`config.mk`:
```
export PLATFORM = sky130hd
export DESIGN_NAME = piecewise_linear_colormap
export DESIGN_NICKNAME = d
export VERILOG_FILES = /design/src/rtl/core/plm_pkg.sv /design/src/rtl/core/plm_front.sv /design/src/rtl/core/plm_queue.sv /design/src/rtl/core/plm_back.sv /design/src/rtl/core/piecewise_linear_colormap.sv
export VERILOG_INCLUDE_DIRS = /design/src /design/src/rtl/core
export SDC_FILE = /design/constraint.sdc
export NUM_CORES = 2
export LEC_CHECK = 0
export ABC_CLOCK_PERIOD_IN_PS = 22600
export BUFFER_PORTS_ARGS = -buffer_cell sky130_fd_sc_hd__buf_2
export CELL_PAD_IN_SITES_DETAIL_PLACEMENT = 0
export CELL_PAD_IN_SITES_GLOBAL_PLACEMENT = 1
export CORE_MARGIN = 2
export CORE_UTILIZATION = 35
export DETAILED_ROUTE_END_ITERATION = 10
export PLACE_DENSITY = 0.59
export SLEW_MARGIN = 40
export SYNTH_ARGS = -nofsm -noshare
export SYNTH_HDL_FRONTEND = slang
export SYNTH_HIERARCHICAL = 1
export SYNTH_SLANG_ARGS = --single-unit
```
`constraint.sdc`:
```
create_clock -name clk_i -period 22.6 [get_ports clk_i]
set_input_delay 4.52 -clock clk_i [delete_from_list [all_inputs] [get_ports clk_i]]
set_output_delay 4.52 -clock clk_i [all_outputs]
set_load 0.02 [all_outputs]
```
`src/rtl/core/piecewise_linear_colormap_defines.svh`:
```
// Assertion macros shared by the colormap RTL.
// Included by modules that carry concurrent checks; expects clk_i and rst_ni in scope.
`ifndef PIECEWISE_LINEAR_COLORMAP_DEFINES_SVH
`define PIECEWISE_LINEAR_COLORMAP_DEFINES_SVH

`ifndef SYNTHESIS

// Implication-style check, sampled on clk_i, off while reset is held
`define PLM_ASSERT(label, prop, msg) \
  label: assert property (@(posedge clk_i) disable iff (!rst_ni) prop) else $error(msg);

// Condition that must never be seen at a clock edge
`define PLM_NEVER(label, cond, msg) \
  label: assert property (@(posedge clk_i) disable iff (!rst_ni) !(cond)) else $error(msg);

`else

`define PLM_ASSERT(label, prop, msg)
`define PLM_NEVER(label, cond, msg)

`endif

`endif

```
`src/rtl/core/plm_pkg.sv`:
```
// Shared types, constants and reset tables for the piecewise-linear colormap.
// No dependencies; used by every module of the block.
package plm_pkg;

  // Fixed-point format of intensities and breakpoint positions
  localparam int FRAC_BITS = 16;
  localparam int POS_W     = FRAC_BITS + 1;
  localparam int CHAN_W    = 8;
  localparam int NUM_CHAN  = 4;
  localparam int RGBA_W    = NUM_CHAN * CHAN_W;
  localparam int BP_W      = POS_W + RGBA_W;

  localparam logic [POS_W-1:0]  ONE_Q    = POS_W'(1) << FRAC_BITS;
  localparam logic [CHAN_W-1:0] CHAN_MAX = '1;

  // Defaults for top-level parameters
  localparam int NUM_BREAKPOINTS_DEF = 7;
  localparam int QUEUE_DEPTH_DEF     = 2;

  // Entries in the built-in jet table
  localparam int JET_LEN = 7;

  // One classified item handed from the front end to the back end
  typedef struct packed {
    logic              gray;
    logic [POS_W-1:0]  value;
    logic [POS_W-1:0]  lo;
    logic [POS_W-1:0]  hi;
    logic [RGBA_W-1:0] c0;
    logic [RGBA_W-1:0] c1;
  } plm_job_t;

  // Back-end sequencer states
  typedef enum logic [2:0] {
    ST_IDLE,
    ST_LOAD,
    ST_DIV,
    ST_BLEND,
    ST_DONE
  } plm_state_e;

  // Jet table entry: position is round(frac * 1.0) in Q16, then RGBA
  function automatic logic [BP_W-1:0] jet_entry(input int idx);
    logic [BP_W-1:0] e;
    case (idx)
      0:       e = {POS_W'(0),     32'h00008FFF};  // 0
      1:       e = {POS_W'(7282),  32'h0000FFFF};  // 1/9
      2:       e = {POS_W'(23926), 32'h00FFFFFF};  // 23/63
      3:       e = {POS_W'(40570), 32'hFFFF00FF};  // 13/21
      4:       e = {POS_W'(48892), 32'hFF7F00FF};  // 47/63
      5:       e = {POS_W'(57214), 32'hFF0000FF};  // 55/63
      default: e = {ONE_Q,         32'h7F0000FF};  // 1.0
    endcase
    return e;
  endfunction

  // Reset value of breakpoint idx out of num; the tail and last entry take the end of jet
  function automatic logic [BP_W-1:0] bp_reset(input int idx, input int num);
    int sel;
    sel = ((idx < num - 1) && (idx < JET_LEN - 1)) ? idx : JET_LEN - 1;
    return jet_entry(sel);
  endfunction

endpackage

```
`src/rtl/core/plm_front.sv`:
```
// Front end: configuration registers, input transfer, clamp and segment search.
// Depends on plm_pkg; feeds classified items to plm_queue.
module plm_front import plm_pkg::*; #(
  parameter int NUM_BREAKPOINTS = NUM_BREAKPOINTS_DEF
) (
  input  logic                                   clk_i,
  input  logic                                   rst_ni,
  input  logic                                   cfg_we_i,
  input  logic [$clog2(NUM_BREAKPOINTS+1)-1:0]   cfg_idx_i,
  input  logic [BP_W-1:0]                        cfg_data_i,
  input  logic                                   in_valid_i,
  output logic                                   in_stall_o,
  input  logic [POS_W-1:0]                       value_in_i,
  output logic                                   push_o,
  output plm_job_t                               job_o,
  input  logic                                   full_i
);

  localparam int CFG_IDX_W = $clog2(NUM_BREAKPOINTS + 1);
  localparam int BP_IDX_W  = $clog2(NUM_BREAKPOINTS);
  localparam logic [CFG_IDX_W-1:0] IDX_GRAY = CFG_IDX_W'(NUM_BREAKPOINTS);
  localparam int GRAY_W = POS_W + CHAN_W;

  logic [BP_W-1:0]            bp_q [NUM_BREAKPOINTS];
  logic                       gray_q;
  logic [POS_W-1:0]           val_clamp;
  logic [NUM_BREAKPOINTS-1:0] above;
  logic [NUM_BREAKPOINTS-2:0] seg_oh;
  logic [POS_W-1:0]           seg_lo, seg_hi;
  logic [RGBA_W-1:0]          seg_c0, seg_c1;
  logic [GRAY_W-1:0]          gray_full;
  logic [CHAN_W-1:0]          gray_lvl;

  // Register writes; out-of-range indexes are dropped
  always_ff @(posedge clk_i or negedge rst_ni) begin
    if (!rst_ni) begin
      for (int i = 0; i < NUM_BREAKPOINTS; i++) begin
        bp_q[i] <= bp_reset(i, NUM_BREAKPOINTS);
      end
      gray_q <= 1'b0;
    end else if (cfg_we_i) begin
      if (cfg_idx_i < IDX_GRAY) begin
        bp_q[cfg_idx_i[BP_IDX_W-1:0]] <= cfg_data_i;
      end else if (cfg_idx_i == IDX_GRAY) begin
        gray_q <= cfg_data_i[0];
      end
    end
  end

  // Input clamp to 1.0
  assign val_clamp = (value_in_i > ONE_Q) ? ONE_Q : value_in_i;

  // Compare against every breakpoint position in parallel
  always_comb begin
    for (int j = 0; j < NUM_BREAKPOINTS; j++) begin
      above[j] = val_clamp > bp_q[j][BP_W-1 -: POS_W];
    end
  end

  // Segment k: past every upper bound below it, and at or under its own (last segment catches all)
  always_comb begin
    logic reach;
    for (int j = 0; j < NUM_BREAKPOINTS - 1; j++) begin
      reach = 1'b1;
      for (int m = 1; m <= j; m++) begin
        reach = reach & above[m];
      end
      seg_oh[j] = reach && ((j == NUM_BREAKPOINTS - 2) || !above[j+1]);
    end
  end

  // One-hot select of both segment ends
  always_comb begin
    seg_lo = '0;
    seg_hi = '0;
    seg_c0 = '0;
    seg_c1 = '0;
    for (int j = 0; j < NUM_BREAKPOINTS - 1; j++) begin
      seg_lo = seg_lo | ({POS_W{seg_oh[j]}}  & bp_q[j][BP_W-1 -: POS_W]);
      seg_hi = seg_hi | ({POS_W{seg_oh[j]}}  & bp_q[j+1][BP_W-1 -: POS_W]);
      seg_c0 = seg_c0 | ({RGBA_W{seg_oh[j]}} & bp_q[j][RGBA_W-1:0]);
      seg_c1 = seg_c1 | ({RGBA_W{seg_oh[j]}} & bp_q[j+1][RGBA_W-1:0]);
    end
  end

  // Gray ramp: v*255 as v*256 - v
  assign gray_full = {val_clamp, {CHAN_W{1'b0}}} - {{CHAN_W{1'b0}}, val_clamp};
  assign gray_lvl  = gray_full[FRAC_BITS +: CHAN_W];

  // Classified item; gray items carry their finished pixel in c0
  always_comb begin
    job_o.gray  = gray_q;
    job_o.value = val_clamp;
    job_o.lo    = seg_lo;
    job_o.hi    = seg_hi;
    job_o.c0    = gray_q ? {gray_lvl, gray_lvl, gray_lvl, CHAN_MAX} : seg_c0;
    job_o.c1    = seg_c1;
  end

  // Input transfer whenever the queue has room
  assign in_stall_o = full_i;
  assign push_o     = in_valid_i && !full_i;

endmodule

```
`src/rtl/core/plm_queue.sv`:
```
// Short FIFO of classified items between the front and back ends.
// Depends on plm_pkg and the colormap assertion macros.
`include "piecewise_linear_colormap_defines.svh"

module plm_queue import plm_pkg::*; #(
  parameter int DEPTH = QUEUE_DEPTH_DEF
) (
  input  logic     clk_i,
  input  logic     rst_ni,
  input  logic     push_i,
  input  plm_job_t job_i,
  output logic     full_o,
  input  logic     pop_i,
  output plm_job_t job_o,
  output logic     empty_o
);

  localparam int PTR_W = (DEPTH > 1) ? $clog2(DEPTH) : 1;
  localparam int CNT_W = $clog2(DEPTH + 1);
  localparam logic [PTR_W-1:0] PTR_LAST = PTR_W'(DEPTH - 1);

  plm_job_t         slot_q [DEPTH];
  logic [PTR_W-1:0] wr_ptr_q, wr_ptr_d;
  logic [PTR_W-1:0] rd_ptr_q, rd_ptr_d;
  logic [CNT_W-1:0] cnt_q, cnt_d;

  // Pointer and fill count update
  always_comb begin
    wr_ptr_d = wr_ptr_q;
    rd_ptr_d = rd_ptr_q;
    cnt_d    = cnt_q;
    if (push_i) begin
      wr_ptr_d = (wr_ptr_q == PTR_LAST) ? '0 : wr_ptr_q + PTR_W'(1);
    end
    if (pop_i) begin
      rd_ptr_d = (rd_ptr_q == PTR_LAST) ? '0 : rd_ptr_q + PTR_W'(1);
    end
    if (push_i && !pop_i) begin
      cnt_d = cnt_q + CNT_W'(1);
    end else if (pop_i && !push_i) begin
      cnt_d = cnt_q - CNT_W'(1);
    end
  end

  always_ff @(posedge clk_i or negedge rst_ni) begin
    if (!rst_ni) begin
      wr_ptr_q <= '0;
      rd_ptr_q <= '0;
      cnt_q    <= '0;
    end else begin
      wr_ptr_q <= wr_ptr_d;
      rd_ptr_q <= rd_ptr_d;
      cnt_q    <= cnt_d;
    end
  end

  // Storage
  always_ff @(posedge clk_i) begin
    if (push_i) begin
      slot_q[wr_ptr_q] <= job_i;
    end
  end

  assign job_o   = slot_q[rd_ptr_q];
  assign full_o  = cnt_q == CNT_W'(DEPTH);
  assign empty_o = cnt_q == '0;

  `PLM_NEVER(a_queue_overflow, push_i && full_o, "queue push while full")
  `PLM_NEVER(a_queue_cnt_range, cnt_q > CNT_W'(DEPTH), "queue count past depth")
  `PLM_ASSERT(a_queue_cnt_step, (push_i && !pop_i) |=> (cnt_q == $past(cnt_q) + CNT_W'(1)), "queue count missed a push")

endmodule

```
`src/rtl/core/plm_back.sv`:
```
// Back end: segment fraction by restoring division, per-channel blend, output register.
// Depends on plm_pkg and the colormap assertion macros; takes items from plm_queue.
`include "piecewise_linear_colormap_defines.svh"

module plm_back import plm_pkg::*; (
  input  logic              clk_i,
  input  logic              rst_ni,
  input  logic              empty_i,
  input  plm_job_t          job_i,
  output logic              pop_o,
  output logic              out_valid_o,
  input  logic              out_stall_i,
  output logic [CHAN_W-1:0] red_o,
  output logic [CHAN_W-1:0] green_o,
  output logic [CHAN_W-1:0] blue_o,
  output logic [CHAN_W-1:0] alpha_o
);

  localparam int STEP_W = $clog2(FRAC_BITS);
  localparam int ACC_W  = CHAN_W + 1 + POS_W + 1;
  localparam logic signed [ACC_W-1:0] HALF = ACC_W'(ONE_Q >> 1);

  plm_state_e         state_q, state_d;
  logic [STEP_W-1:0]  step_q, step_d;
  logic               out_valid_q, out_valid_d;
  plm_job_t           job_q, job_d;
  logic [RGBA_W-1:0]  c0_q, c0_d, c1_q, c1_d;
  logic [POS_W-1:0]   rem_q, rem_d, den_q, den_d, fu_q, fu_d;
  logic signed [ACC_W-1:0] prod_q, prod_d;
  logic [CHAN_W-1:0]  base_q, base_d;
  logic [RGBA_W-1:0]  res_q, res_d, pix_q, pix_d;

  logic [POS_W-1:0]   seg_num, seg_den;
  logic [POS_W:0]     rem_sh, div_sub;
  logic               div_ge;
  logic signed [CHAN_W:0]  chan_diff;
  logic signed [POS_W:0]   fu_s;
  logic signed [ACC_W-1:0] base_s, acc;

  // Segment offsets for classification
  assign seg_num = job_q.value - job_q.lo;
  assign seg_den = job_q.hi - job_q.lo;

  // One restoring-division step
  assign rem_sh  = {rem_q, 1'b0};
  assign div_ge  = rem_sh >= {1'b0, den_q};
  assign div_sub = rem_sh - {1'b0, den_q};

  // Blend as c0*1.0 + (c1-c0)*fu + 0.5, one channel per cycle, red first
  assign chan_diff = $signed({1'b0, c1_q[RGBA_W-1 -: CHAN_W]})
                   - $signed({1'b0, c0_q[RGBA_W-1 -: CHAN_W]});
  assign fu_s   = $signed({1'b0, fu_q});
  assign base_s = $signed({{(ACC_W-CHAN_W-FRAC_BITS){1'b0}}, base_q, {FRAC_BITS{1'b0}}});
  assign acc    = base_s + prod_q + HALF;

  // Sequencer
  always_comb begin
    state_d     = state_q;
    step_d      = step_q;
    out_valid_d = out_valid_q;
    pop_o       = 1'b0;
    job_d       = job_q;
    c0_d        = c0_q;
    c1_d        = c1_q;
    rem_d       = rem_q;
    den_d       = den_q;
    fu_d        = fu_q;
    prod_d      = prod_q;
    base_d      = base_q;
    res_d       = res_q;
    pix_d       = pix_q;

    // Output transfer frees the slot
    if (out_valid_q && !out_stall_i) begin
      out_valid_d = 1'b0;
    end

    case (state_q)
      ST_IDLE: begin
        if (!empty_i) begin
          pop_o   = 1'b1;
          job_d   = job_i;
          c0_d    = job_i.c0;
          c1_d    = job_i.c1;
          state_d = ST_LOAD;
        end
      end
      ST_LOAD: begin
        step_d = '0;
        if (job_q.gray) begin
          res_d   = c0_q;
          state_d = ST_DONE;
        end else if (!((job_q.hi > job_q.lo) && (job_q.value > job_q.lo))) begin
          // empty segment or value at its start
          fu_d    = '0;
          state_d = ST_BLEND;
        end else if (seg_num >= seg_den) begin
          // at or past the upper end: fraction saturates
          fu_d    = ONE_Q;
          state_d = ST_BLEND;
        end else begin
          rem_d   = seg_num;
          den_d   = seg_den;
          fu_d    = '0;
          state_d = ST_DIV;
        end
      end
      ST_DIV: begin
        rem_d  = div_ge ? div_sub[POS_W-1:0] : rem_sh[POS_W-1:0];
        fu_d   = {fu_q[POS_W-2:0], div_ge};
        step_d = step_q + STEP_W'(1);
        if (step_q == STEP_W'(FRAC_BITS - 1)) begin
          step_d  = '0;
          state_d = ST_BLEND;
        end
      end
      ST_BLEND: begin
        if (step_q < STEP_W'(NUM_CHAN)) begin
          prod_d = chan_diff * fu_s;
          base_d = c0_q[RGBA_W-1 -: CHAN_W];
          c0_d   = c0_q << CHAN_W;
          c1_d   = c1_q << CHAN_W;
        end
        if (step_q != '0) begin
          res_d = {res_q[RGBA_W-CHAN_W-1:0], acc[FRAC_BITS +: CHAN_W]};
        end
        step_d = step_q + STEP_W'(1);
        if (step_q == STEP_W'(NUM_CHAN)) begin
          step_d  = '0;
          state_d = ST_DONE;
        end
      end
      ST_DONE: begin
        if (!out_valid_q || !out_stall_i) begin
          pix_d       = res_q;
          out_valid_d = 1'b1;
          state_d     = ST_IDLE;
        end
      end
      default: begin
        state_d = ST_IDLE;
      end
    endcase
  end

  // Control registers
  always_ff @(posedge clk_i or negedge rst_ni) begin
    if (!rst_ni) begin
      state_q     <= ST_IDLE;
      step_q      <= '0;
      out_valid_q <= 1'b0;
    end else begin
      state_q     <= state_d;
      step_q      <= step_d;
      out_valid_q <= out_valid_d;
    end
  end

  // Datapath registers
  always_ff @(posedge clk_i) begin
    job_q  <= job_d;
    c0_q   <= c0_d;
    c1_q   <= c1_d;
    rem_q  <= rem_d;
    den_q  <= den_d;
    fu_q   <= fu_d;
    prod_q <= prod_d;
    base_q <= base_d;
    res_q  <= res_d;
    pix_q  <= pix_d;
  end

  assign out_valid_o = out_valid_q;
  assign red_o       = pix_q[RGBA_W-1 -: CHAN_W];
  assign green_o     = pix_q[RGBA_W-CHAN_W-1 -: CHAN_W];
  assign blue_o      = pix_q[CHAN_W +: CHAN_W];
  assign alpha_o     = pix_q[CHAN_W-1:0];

  `PLM_ASSERT(a_pop_nonempty, pop_o |-> !empty_i, "back end popped an empty queue")
  `PLM_ASSERT(a_div_rem_range, (state_q == ST_DIV) |-> (rem_q < den_q), "division remainder not below divisor")
  `PLM_ASSERT(a_fu_range, (state_q == ST_BLEND) |-> (fu_q <= ONE_Q), "segment fraction above one")

endmodule

```
`src/rtl/core/piecewise_linear_colormap.sv`:
```
// An item passes the queue, then the back-end states IDLE, LOAD, DIV (the 16-step
// divider, only when the segment fraction is neither 0 nor 1), BLEND (skipped in
// gray mode) and DONE. The back end takes one item at a time, and the queue keeps
// taking items while a result waits, until the queue is full.
// Reset (async, active low): queue empty, jet table loaded, gray mode off.
module piecewise_linear_colormap import plm_pkg::*; #(
  parameter int NUM_BREAKPOINTS = NUM_BREAKPOINTS_DEF,
  parameter int QUEUE_DEPTH     = QUEUE_DEPTH_DEF
) (
  input  logic                                 clk_i,
  input  logic                                 rst_ni,
  input  logic                                 cfg_we_i,
  input  logic [$clog2(NUM_BREAKPOINTS+1)-1:0] cfg_idx_i,
  input  logic [BP_W-1:0]                      cfg_data_i,
  input  logic                                 in_valid_i,
  output logic                                 in_stall_o,
  input  logic [POS_W-1:0]                     value_in_i,
  output logic                                 out_valid_o,
  input  logic                                 out_stall_i,
  output logic [CHAN_W-1:0]                    red_o,
  output logic [CHAN_W-1:0]                    green_o,
  output logic [CHAN_W-1:0]                    blue_o,
  output logic [CHAN_W-1:0]                    alpha_o
);

  logic     push, full, pop, empty;
  plm_job_t job_in, job_out;

  // Accept, clamp, find segment
  plm_front #(
    .NUM_BREAKPOINTS(NUM_BREAKPOINTS)
  ) u_front (
    .clk_i      (clk_i),
    .rst_ni     (rst_ni),
    .cfg_we_i   (cfg_we_i),
    .cfg_idx_i  (cfg_idx_i),
    .cfg_data_i (cfg_data_i),
    .in_valid_i (in_valid_i),
    .in_stall_o (in_stall_o),
    .value_in_i (value_in_i),
    .push_o     (push),
    .job_o      (job_in),
    .full_i     (full)
  );

  // Decoupling queue
  plm_queue #(
    .DEPTH(QUEUE_DEPTH)
  ) u_queue (
    .clk_i   (clk_i),
    .rst_ni  (rst_ni),
    .push_i  (push),
    .job_i   (job_in),
    .full_o  (full),
    .pop_i   (pop),
    .job_o   (job_out),
    .empty_o (empty)
  );

  // Divide, blend, drive result
  plm_back u_back (
    .clk_i       (clk_i),
    .rst_ni      (rst_ni),
    .empty_i     (empty),
    .job_i       (job_out),
    .pop_o       (pop),
    .out_valid_o (out_valid_o),
    .out_stall_i (out_stall_i),
    .red_o       (red_o),
    .green_o     (green_o),
    .blue_o      (blue_o),
    .alpha_o     (alpha_o)
  );

endmodule

```
==> flow_metrics.env <==
export IMPL_relSlewSlack_pct=39.5
export IMPL_start_util_pct=35.2
export IMPL_areaGrowthSynthToFinish_pct=12.7
export IMPL_worst_pin_slew_ps=907
export IMPL_grt_max_degree=140
export IMPL_post_cts_buffers=0
export IMPL_die_area_sq_um=137000
export IMPL_path_clk_slew_ps=60
export IMPL_hpwl_mm=92.8
export IMPL_dr_total_vias=31500
export IMPL_grt_ovfl_total=0
export IMPL_gr_usage_all_layers_pct=21.0
export IMPL_synth_area_top_cells="edfxtp_1 (31%), mux2_2 (11%), dfstp_2 (10%)"
export IMPL_startpoint_type="input pin"
export IMPL_setup_viol_count_final=0
export IMPL_mostFrequentLayoutCell="edfxtp_1"
export IMPL_finalNetCount=4279
export IMPL_rsz0062_at_grt="no"
export IMPL_drc=0
export IMPL_die_y_microns=370
export IMPL_yosysUniqueCellTypes=88
export IMPL_final_cell_mix="edfxtp_1 (480), mux2_2 (450), inv_1 (253)"
export IMPL_fin_skew_ps=24.1
export IMPL_clkSinkCount=836
export IMPL_grt_pass1_wl_mm=216
export IMPL_max_freq_ghz=0.109
export IMPL_viasPerCell=5.52
export IMPL_detail_route_antenna_nets=0
export IMPL_core_area_sq_um=133000
export IMPL_post_drt_wl_per_cell_microns=25.2
export IMPL_synthFlopType="edfxtp_1"
export IMPL_rows=134
export IMPL_gp_congestion=0.835
export IMPL_drv_slew=0
export IMPL_status="finished clean"
export IMPL_yosys_warnings=6
export IMPL_ys_async_sr_fraction_pct=42.6
export IMPL_tns_ps=0
export IMPL_fp_dieW_microns=370
export IMPL_holdCritPathClass="reg -> reg"
export IMPL_cts_resized=0
export IMPL_syn_num_nets=4221
export IMPL_cp_arrival_ps=9560
export IMPL_drtIter0Drc=2465
export IMPL_required_ps=23000
export IMPL_antenna_found_initial=15
export IMPL_finalHoldWorstSlack_ps=418
export IMPL_ys_ff_latch=836
export IMPL_root_buffer="clkbuf_16"
export IMPL_clock_latency_ps=680
export IMPL_dr_pass1_iters=5
export IMPL_io_buffer_count=107
export IMPL_netlist_area_leader_share_pct=30.7
export IMPL_grt_pass1_vias=32200
export IMPL_cts_buffers=93
export IMPL_synth_edf_count=480
export IMPL_finalHoldViolations=0
export IMPL_period_share_pct=40.5
export IMPL_clk_path_buf_depth=3
export IMPL_yosysSeqAreaShare_pct=50.2
export IMPL_yosysTopAreaCell="edfxtp_1"
export IMPL_hold_buffers=0
export IMPL_wirelength_mm=144
export IMPL_critPathCaptureType="flop"
export IMPL_post_route_min_period_ps=9160
export IMPL_htree_levels=3
export IMPL_drive_above_1_share_pct=27.0
export IMPL_synth_avg_cell_area_sq_um=12.3
export IMPL_critPathMaxFanout=54
export IMPL_cap_violations=0
export IMPL_post_synth_inst_count=3806
export IMPL_synthesis_area_sq_um=46900
export IMPL_tritoncts="yes"
export IMPL_critPathKind="in -> reg"
export IMPL_io_pins=108
==> through the flow <==
stage	cell area, sq um	std cells	util (%)	setup slack, ps
2_1_floorplan	46900	3806	-	12090
3_3_place_gp	49400	5533	37.1	12850
3_5_place_dp	49500	5535	37.2	12860
4_1_cts	52800	5711	39.6	13560
5_1_grt	52900	5714	39.7	13140
6_report	52900	5714	39.7	13440
==> layout make-up <==
type | instances | area [sq um]
Inverter | 254 | 953
Multi-Input combinational cell | 2497 | 21600
Sequential cell | 836 | 23600
Clock inverter | 44 | 475
Timing Repair Buffer | 182 | 1250
Clock buffer | 132 | 2770
Fill cell | 12800 | 80300
Tap cell | 1768 | 2210
Antenna cell | 1 | 2.50
==> state kept, by name (all words and copies together), names as in the netlist <==
name                count
u_queue/wr_ptr_q        1
u_back/state_q          3
u_back/c1_q            32
u_back/prod_q           9
u_front/bp_q          343
u_back/out_valid_o      1
u_back/den_q           17
u_back/pix_q           32
u_queue/rd_ptr_q        1
u_queue/cnt_q           2
u_queue/slot_q        232
u_back/c0_q            32
u_front/gray_q          1
u_back/rem_q           17
u_back/fu_q            17
u_back/job_q           52
u_back/step_q           4
u_back/base_q           8
u_back/res_q           32
==> worst max-delay path, cell delays in order <==
cell,delay [ps]
buf_2,90
buf_4,310
clkinv_1,330
nand2_1,330
inv_1,250
ha_1,400
nand4_1,150
nor4_1,380
a211oi_1,200
a21oi_4,210
buf_4,530
buf_4,780
nor4_4,110
buf_4,360
a22o_1,260
a211o_1,240
==> kinds of logic after synthesis <==
family | count (synthesis) | synth area share, %
xor gates and xnor gates | 69 | 1.29
buffers and inverters | 473 | 4.06
and+or+nand+nor | 649 | 7.13
muxes | 493 | 12.0
AOI/OAI and AO/OA | 945 | 14.4
adders and majority gates | 341 | 10.9
DFF | 836 | 50.2
==> path summary, 6_finish.rpt <==
check / to / slack (ps) / start / depth (start not counted)
worst max register to register: u_back/prod_q[23] / 15090 / u_back/c0_q[24] / 26
worst min register to register: u_back/pix_q[24] / 420 / u_back/res_q[24] / 0
worst min-delay path: u_back/pix_q[24] / 420 / u_back/res_q[24] / 0
min in group asynchronous: u_front/bp_q[43] / 3800 / rst_ni / 1
max in group asynchronous: u_front/bp_q[106] / 17130 / rst_ni / 3
worst max-delay path: u_queue/slot_q[0][71] / 13440 / value_in_i[16] / 16
==> metal layers <==
layer  global-route usage (%)  up-vias  routed length, microns
met5                        0        -                      90
met4                     5.10       14                    2940
met3                     3.32      205                    7800
met2                     33.1      840                   65000
met1                     30.2    16200                   67900
li1                         -    14300                       -
==> synthesized netlist by cell type (56+ instances only) <==
| library cell | n |
|---|---|
| a21o_1 | 70 |
| a21oi_1 | 162 |
| a22o_1 | 87 |
| a22oi_1 | 56 |
| and2_1 | 115 |
| clkbuf_1 | 135 |
| dfrtp_1 | 172 |
| dfstp_2 | 184 |
| edfxtp_1 | 480 |
| fa_1 | 110 |
| ha_1 | 231 |
| inv_1 | 253 |
| mux2_2 | 450 |
| nand2_1 | 207 |
| nor2_1 | 90 |
| o211ai_1 | 190 |
| o21ai_0 | 142 |
Power is not shown: default switching activity piles up to over one toggle a cycle in this logic, so the estimate is an artifact.
